`config.mk`:
```
export PLATFORM = sky130hd
export DESIGN_NAME = srb_ctrl
export DESIGN_NICKNAME = d
export VERILOG_FILES = /design/src/srb_pkg.sv /design/src/srb_ctrl.sv
export SDC_FILE = /design/constraint.sdc
export NUM_CORES = 1
export LEC_CHECK = 0
export ABC_AREA = 0
export BUFFER_PORTS_ARGS = -buffer_cell sky130_fd_sc_hd__buf_2
export CORE_AREA = 2 2 39 41
export CTS_BUF_LIST = sky130_fd_sc_hd__clkbuf_2 sky130_fd_sc_hd__clkbuf_4 sky130_fd_sc_hd__clkbuf_8
export DETAILED_ROUTE_END_ITERATION = 6
export DIE_AREA = 0 0 41 43
export GPL_TIMING_DRIVEN = 0
export PLACE_DENSITY = 0.37
export SLEW_MARGIN = 5
export SYNTH_ARGS = -nofsm -noshare
export SYNTH_HDL_FRONTEND = slang
export SYNTH_SLANG_ARGS = --single-unit
```
`constraint.sdc`:
```
create_clock -name clk -period 1.3 [get_ports clk]
set_input_delay 0.065 -clock clk [delete_from_list [all_inputs] [get_ports clk]]
set_output_delay 0.065 -clock clk [all_outputs]
set_load 0.01 [all_outputs]
```
`src/srb_pkg.sv`:
```
`default_nettype none
// ----------------------------------------------------------------------------
// srb_pkg: shared types and constants of the stream byte reassembler
// Field widths, window default, and the command/status bundles that join
// the controller to the datapath.
// ----------------------------------------------------------------------------
package srb_pkg;

	localparam int WINDOW_DEF = 64;

	localparam int IDX_W  = 64;
	localparam int BYTE_W = 8;
	localparam int ROOM_W = 7;
	localparam int PEND_W = 7;

	// controller -> datapath
	typedef struct packed {
		logic capture;    // latch an input word
		logic apply;      // end marker, window trim, byte insert
		logic scan;       // release one head slot
		logic finish;     // close check, latch pending count
		logic emit_rd;    // read the next released byte
		logic emit_ld;    // load a released byte into the output register
		logic emit_empty; // load the no-release result
	} srb_cmd_t;

	// datapath -> controller
	typedef struct packed {
		logic scan_go;   // head slot valid and inside window
		logic run_zero;  // nothing released this item
		logic emit_last; // byte being loaded is the last of the run
		logic out_free;  // output register can take a word this cycle
	} srb_stat_t;

endpackage
`default_nettype wire

```
`src/srb_ctrl.sv`:
```
`default_nettype none
// ----------------------------------------------------------------------------
// srb_ctrl: reassembler controller
// Sequences accept, apply, head scan, count settle, finish and emit.
// ----------------------------------------------------------------------------
module srb_ctrl (
	input  wire logic              clk,
	input  wire logic              arst_n,
	input  wire logic              in_valid,
	output logic                   in_ready,
	input  wire srb_pkg::srb_stat_t stat,
	output srb_pkg::srb_cmd_t      cmd
);

	import srb_pkg::*;

	localparam logic [3:0] ST_IDLE  = 4'd0;
	localparam logic [3:0] ST_APPLY = 4'd1;
	localparam logic [3:0] ST_SCAN  = 4'd2;
	localparam logic [3:0] ST_CNT   = 4'd3;
	localparam logic [3:0] ST_FIN   = 4'd4;
	localparam logic [3:0] ST_RD    = 4'd5;
	localparam logic [3:0] ST_LD    = 4'd6;
	localparam logic [3:0] ST_ZERO  = 4'd7;

	logic [3:0] state_q;
	logic [3:0] state_d;

	assign in_ready = (state_q == ST_IDLE);

	always_comb begin
		cmd     = '0;
		state_d = state_q;
		unique case (state_q)
			ST_IDLE: begin
				if (in_valid) begin
					cmd.capture = 1'b1;
					state_d     = ST_APPLY;
				end
			end
			ST_APPLY: begin
				cmd.apply = 1'b1;
				state_d   = ST_SCAN;
			end
			ST_SCAN: begin
				if (stat.scan_go) begin
					cmd.scan = 1'b1;
				end else begin
					state_d = ST_CNT;
				end
			end
			ST_CNT: begin
				// popcount tree settles on the final valid map
				state_d = ST_FIN;
			end
			ST_FIN: begin
				cmd.finish = 1'b1;
				state_d    = stat.run_zero ? ST_ZERO : ST_RD;
			end
			ST_RD: begin
				cmd.emit_rd = 1'b1;
				state_d     = ST_LD;
			end
			ST_LD: begin
				if (stat.out_free) begin
					cmd.emit_ld = 1'b1;
					state_d     = stat.emit_last ? ST_IDLE : ST_RD;
				end
			end
			ST_ZERO: begin
				if (stat.out_free) begin
					cmd.emit_empty = 1'b1;
					state_d        = ST_IDLE;
				end
			end
			default: begin
				state_d = ST_IDLE;
			end
		endcase
	end

	always_ff @(posedge clk or negedge arst_n) begin
		if (!arst_n) begin
			state_q <= ST_IDLE;
		end else begin
			state_q <= state_d;
		end
	end

endmodule
`default_nettype wire

```
==> results of run 1 <==
==> final timing paths <==
path,startpoint,end,cells past startpoint,slack (ns)
min reg2reg,state_q[1],state_q[2],2,0.65
min,stat[0],state_q[0],2,0.08
max reg2reg,state_q[1],state_q[0],3,0.25
max in group asynchronous,arst_n,state_q[0],2,1.03
min in group asynchronous,arst_n,state_q[1],2,0.16
max,state_q[0],cmd[6],3,0.08
==> metal layers <==
metal / GRT usage, % / routed length, um
met2: 12.5 / 345
met5: 0 / 0
met4: 8.00 / 0
met1: 11.4 / 293
met3: 1.57 / 36
==> worst register-to-register path, delay by kind of cell (launching register included) <==
kind	cells	cell delay, ns
AND/OR/NAND/NOR	1	0.26
flip-flops	1	0.42
AO/OA/AOI/OAI	2	0.24
==> logic make-up after synthesis <==
group                  Yosys count
AOI/OAI and AO/OA                8
DFF                              3
and+or+nand+nor                 14
buffers and inverters            4
==> final cells by class <==
type                       count  area [um^2]
inverter                       2         7.51
timing repair buffer          15         80.1
fill                         154          995
sequential                     3         76.3
clock buffer                   4         30.0
tap                           16         20.0
multi-input combinational     22          156
buffer                         2         18.8
==> what timing repair did <==
item                                    4_1_cts  5_1_grt
hold buffers                                  1        0
gates resized for setup                       0        3
endpoints found under the setup margin        0        5
hold endpoints to repair                      3        0
==> cells in the final DEF (no fill, tap or decap) <==
cell,count
o21ai_2,1
buf_2,14
and4_1,1
a21oi_2,1
nand2_2,2
and2_1,1
a211oi_1,1
dlygate4sd3_1,1
o21ai_1,1
nor2_1,1
inv_2,2
dfrtp_2,1
o32ai_2,1
clkbuf_4,4
buf_4,1
nor2b_1,1
a21oi_1,2
dfrtp_1,2
nor3b_2,1
buf_6,1
nand2_1,2
nor3_2,1
nor3_1,3
o2111a_1,1
or2_1,1
==> stage by stage <==
stage	worst slack, ns	hold slack, ns	area (um^2)	utilization (%)	cells
3_3_place_gp	0.237	-0.136	343	24.8	59
6_report	0.0808	0.0754	389	28.1	64
5_1_grt	0.00542	0.0703	389	28.1	64
2_1_floorplan	0.310	-0.231	253	-	29
4_1_cts	0.00142	0.0663	383	27.7	64
3_5_place_dp	0.244	-0.137	343	24.8	59
==> power groups by stage <==
stage	combinational (mW)	sequential [mW]	clock (mW)
final	0.501	0.212	0.187
after global routing	0.562	0.217	0.214
after CTS	0.502	0.206	0.198
after detailed placement	0.497	0.207	0
after global placement	0.494	0.204	0
after floorplan	0.368	0.193	0
==> results.json, run 1 <==
{
  "crit_buf_inv": 1,
  "root_buffer": "clkbuf_4",
  "rsz0062_at_grt": "no",
  "grt_overflow": 0,
  "synth_edf_count": 0,
  "ant_nets": 0,
  "synth_seq_cells": 3,
  "cpMaxStageDelayCell": "dfrtp_2",
  "cp-start-kind": "flop",
  "seq_power_share_pct": 23.6,
  "synth_top_family_by_area": "simple AND/OR/NAND/NOR gates",
  "yosys.area.top_type": "dfrtp_1",
  "synthSimpleGateAreaFrac_pct": 33.2,
  "hold_violations": 0,
  "grt_usage_pct": 9.06,
  "worst_pin_slew_ns": 0.201,
  "ys_seq_area_share_pct": 29.7,
  "synth_commonest_cells": "dfrtp_1, nor3_1, a21oi_1, nand2_1, nand2_2",
  "power.total_uw": 901,
  "largestRegisters": "state_q x3",
  "clock_latency_ns": 0.23,
  "skew_ns": 0.00135,
  "cts_buffer_depth": 2,
  "drcViolationCount": 0,
  "htree_levels": 1,
  "synthFlopType": "dfrtp_1",
  "synth_area_um2": 253,
  "vias": 276,
  "io_pins": 15,
  "cts_tree": "yes",
  "period_needed_ns": 1.22,
  "clkPwrFrac_pct": 20.8,
  "grt_start_max_net_pins": 11,
  "via_per_inst": 4.31,
  "status": "complete, no violations",
  "leakage_nw": 0.187,
  "arrival_ns": 1.15,
  "fin_nets": 56,
  "final-setup-viol-count": 0,
  "antenna_found_initial": 0,
  "grt_pass1_wl_mm": 1.08,
  "largest_register_ffs": 3,
  "synth_mux_area_share_pct": 0,
  "grt_pass1_vias": 271,
  "synth-compound-area-share_pct": 26.7,
  "dr.pass1.iters": 3,
  "power.switching_uw": 400,
  "cp_top_family": "flip-flops",
  "die_x_um": 41,
  "switching_share_pct": 44.4,
  "critPathKind": "reg2out",
  "netlist.area_leader.share_pct": 29.7,
  "p_int_uw": 501,
  "yosys-top-cells-area": "dfrtp_1, o32ai_2, nor3_1",
  "diodes": 0,
  "dp_hpwl_um": 508,
  "syn-instance-count": 29,
  "cts_sinks": 3,
  "peakVddDrop_v": 0.000724,
  "dieArea_um2": 1760,
  "crit_chain": "nor3_2 > and2_1 > buf_2",
  "tns_ns": 0,
  "slowest_delay_ns": 0.46,
  "cp.required_ns": 1.24,
  "initial_core_util_pct": 18.3,
  "row_count": 14,
  "cts_setup_buffers": 0,
  "max_freq_mhz": 820,
  "area_delta_synth_final_pct": 54.0,
  "drt-total-wl_um": 675,
  "maxSlewViolCount": 0,
  "hold_class": "in2reg",
  "clk_pin_slew_ns": 0.04,
  "max-slew-margin-rel_pct": 86.5,
  "routedWlPerCell_um": 10.5,
  "path_max_fanout": 7,
  "postSynthAreaPerCell_um2": 8.72,
  "die_y_um": 43,
  "fin_crit_sh_pct": 93.8,
  "async_flop_share_pct": 100,
  "synth_xor_area_share_pct": 0,
  "drtIter0Drc": 1,
  "core-area_um2": 1380,
  "ys_types": 22,
  "combPwrFrac_pct": 55.7,
  "gp_congestion": 0.696,
  "endpoint_kind": "output pin",
  "synth_fa_ha_area_share_pct": 0,
  "synth_fp_nets": 36,
  "max_cap_violations": 0,
  "io_buffer_count": 14,
  "drive_gt1_share_pct": 62.5,
  "largest_register": "state_q",
  "p_per_area_nw_per_um2": 2310,
  "yosysWarningCount": 0,
  "numCtsBuffers": 3
}
Power figures use the tool's default switching activity.
==> run 2: changes to the inputs <==
--- a/config.mk
+++ b/config.mk
@@ -7,10 +7,10 @@
 export LEC_CHECK = 0
 export ABC_AREA = 0
 export BUFFER_PORTS_ARGS = -buffer_cell sky130_fd_sc_hd__buf_2
-export CORE_AREA = 2 2 39 41
+export CORE_AREA = 5 5 42 44
 export CTS_BUF_LIST = sky130_fd_sc_hd__clkbuf_2 sky130_fd_sc_hd__clkbuf_4 sky130_fd_sc_hd__clkbuf_8
 export DETAILED_ROUTE_END_ITERATION = 6
-export DIE_AREA = 0 0 41 43
+export DIE_AREA = 0 0 47 49
 export GPL_TIMING_DRIVEN = 0
 export PLACE_DENSITY = 0.37
 export SLEW_MARGIN = 5
==> run 2 against run 1 <==
Total power is 1.2% higher. Clock power hardly changed. Critical path depth stayed put.
==> results.json, run 2 (same netlist as run 1, synthesis figures left out) <==
{
  "initial_core_util_pct": 18.0,
  "area_delta_synth_final_pct": 55.4,
  "r2r_slack_ns": 0.25,
  "path_max_fanout": 7,
  "htree_levels": 1,
  "rr_startpoint": "state_q[1]",
  "max_freq_mhz": 819,
  "grt_pass1_wl_mm": 1.18,
  "period_needed_ns": 1.22,
  "hold_depth": 2,
  "maxSlewViolCount": 0,
  "status": "complete, no violations",
  "cp.required_ns": 1.24,
  "row_count": 14,
  "hold_end": "state_q[0]",
  "power.total_uw": 912,
  "root_buffer": "clkbuf_4",
  "routedWlPerCell_um": 10.6,
  "p_per_area_nw_per_um2": 2320,
  "drt-total-wl_um": 680,
  "die_x_um": 47,
  "tns_ns": 0,
  "cp-start-kind": "flop",
  "fin_nets": 56,
  "grt_usage_pct": 7.06,
  "clock_latency_ns": 0.23,
  "dr.pass1.iters": 4,
  "leakage_nw": 0.189,
  "cts_sinks": 3,
  "numCtsBuffers": 3,
  "grt_start_max_net_pins": 11,
  "ant_nets": 0,
  "io_buffer_count": 14,
  "drcViolationCount": 0,
  "hold_class": "in2reg",
  "rsz0062_at_grt": "no",
  "crit_buf_inv": 1,
  "fin_crit_sh_pct": 93.9,
  "io_pins": 15,
  "die_y_um": 49,
  "crit_chain": "nor3_2 > and2_1 > buf_2",
  "cp.depth": 3,
  "max_cap_violations": 0,
  "slowest_delay_ns": 0.46,
  "grt_overflow": 0,
  "largest_register_ffs": 3,
  "worst_pin_slew_ns": 0.202,
  "gp_congestion": 0.811,
  "layout_common_cells": "buf_2, clkbuf_4, nor3_1",
  "max-slew-margin-rel_pct": 86.5,
  "cts_tree": "yes",
  "r2r-end": "state_q[0]",
  "hold_violations": 0,
  "worstRegToRegCells": 3,
  "final-setup-viol-count": 0,
  "vias": 287,
  "dieArea_um2": 2300,
  "via_per_inst": 4.48,
  "critPathKind": "reg2out",
  "final_common_cell": "buf_2",
  "cts_buffer_depth": 2,
  "cpMaxStageDelayCell": "dfrtp_2",
  "grt_pass1_vias": 286,
  "clk_pin_slew_ns": 0.04,
  "endpoint_kind": "output pin",
  "peakVddDrop_v": 0.000615,
  "core-area_um2": 1400,
  "largest_register": "state_q",
  "drtIter0Drc": 5,
  "largestRegisters": "state_q x3",
  "skew_ns": 0.00243,
  "drive_gt1_share_pct": 62.5,
  "antenna_found_initial": 0,
  "cp_top_family": "flip-flops",
  "hp-start": "stat[0]",
  "arrival_ns": 1.16,
  "dp_hpwl_um": 544,
  "diodes": 0
}
## run 2: cell counts in the layout (fill, tap and decap cells not counted)
No cell type changed its count.
## run 2: stage by stage
step | worst slack (ns) | instances | instance area [um^2] | hold slack (ns) | util (%)
after floorplan | 0.310 | 29 | 253 | -0.231 | -
after global placement | 0.232 | 59 | 343 | -0.140 | 24.5
after detailed placement | 0.251 | 59 | 343 | -0.137 | 24.5
after CTS | 0.0307 | 64 | 383 | 0.0837 | 27.3
after global routing | 0.00631 | 64 | 393 | 0.0801 | 28.0
final | 0.0791 | 64 | 393 | 0.0813 | 28.0
## run 2: worst reg2reg max path, cell delays in order, from the launching register on
cell and delay (ns):
dfrtp_1 0.41, or2_1 0.26, a21oi_2 0.16, o32ai_2 0.10
## run 2: final cells by class
| class | instances | area, um^2 |
|---|---|---|
| fillers | 166 | 1010 |
| multi-input cells | 22 | 156 |
| repair buffers | 15 | 80.1 |
| flip-flops and latches | 3 | 76.3 |
| clock buffers | 4 | 30.0 |
| plain buffers | 2 | 22.5 |
| well taps | 16 | 20.0 |
| inverters | 2 | 7.51 |
## run 2: worst max path at each step
stage / slack, ns / from / to
finish: 0.08 / state_q[0] / cmd[6]
global route: 0.006 / state_q[0] / cmd[6]
CTS: 0.03 / state_q[2] / cmd[4]
detailed placement: 0.25 / state_q[1] / state_q[0]
global placement: 0.23 / state_q[1] / state_q[0]
floorplan: 0.31 / state_q[1] / state_q[0]
## run 2: metal layers
| layer | wire (um) | global-route usage, % | vias up |
|---|---|---|---|
| li1 | - | - | 144 |
| met1 | 254 | 7.96 | 127 |
| met2 | 312 | 9.73 | 14 |
| met3 | 97 | 4.43 | 2 |
| met4 | 14 | 4.15 | 0 |
| met5 | 0 | 0 | - |
## run 2: where the power goes
group          internal (mW)  switching [mW]  leakage, nW
Combinational          0.230           0.284        0.137
Clock                  0.136          0.0506       0.0184
Sequential             0.145          0.0659       0.0330
## run 2: timing repair
item,4_1_cts,5_1_grt
setup buffers,0,0
resized for setup,0,4
hold buffers,1,0
endpoints found under the setup margin,0,4
hold endpoints to repair,3,0
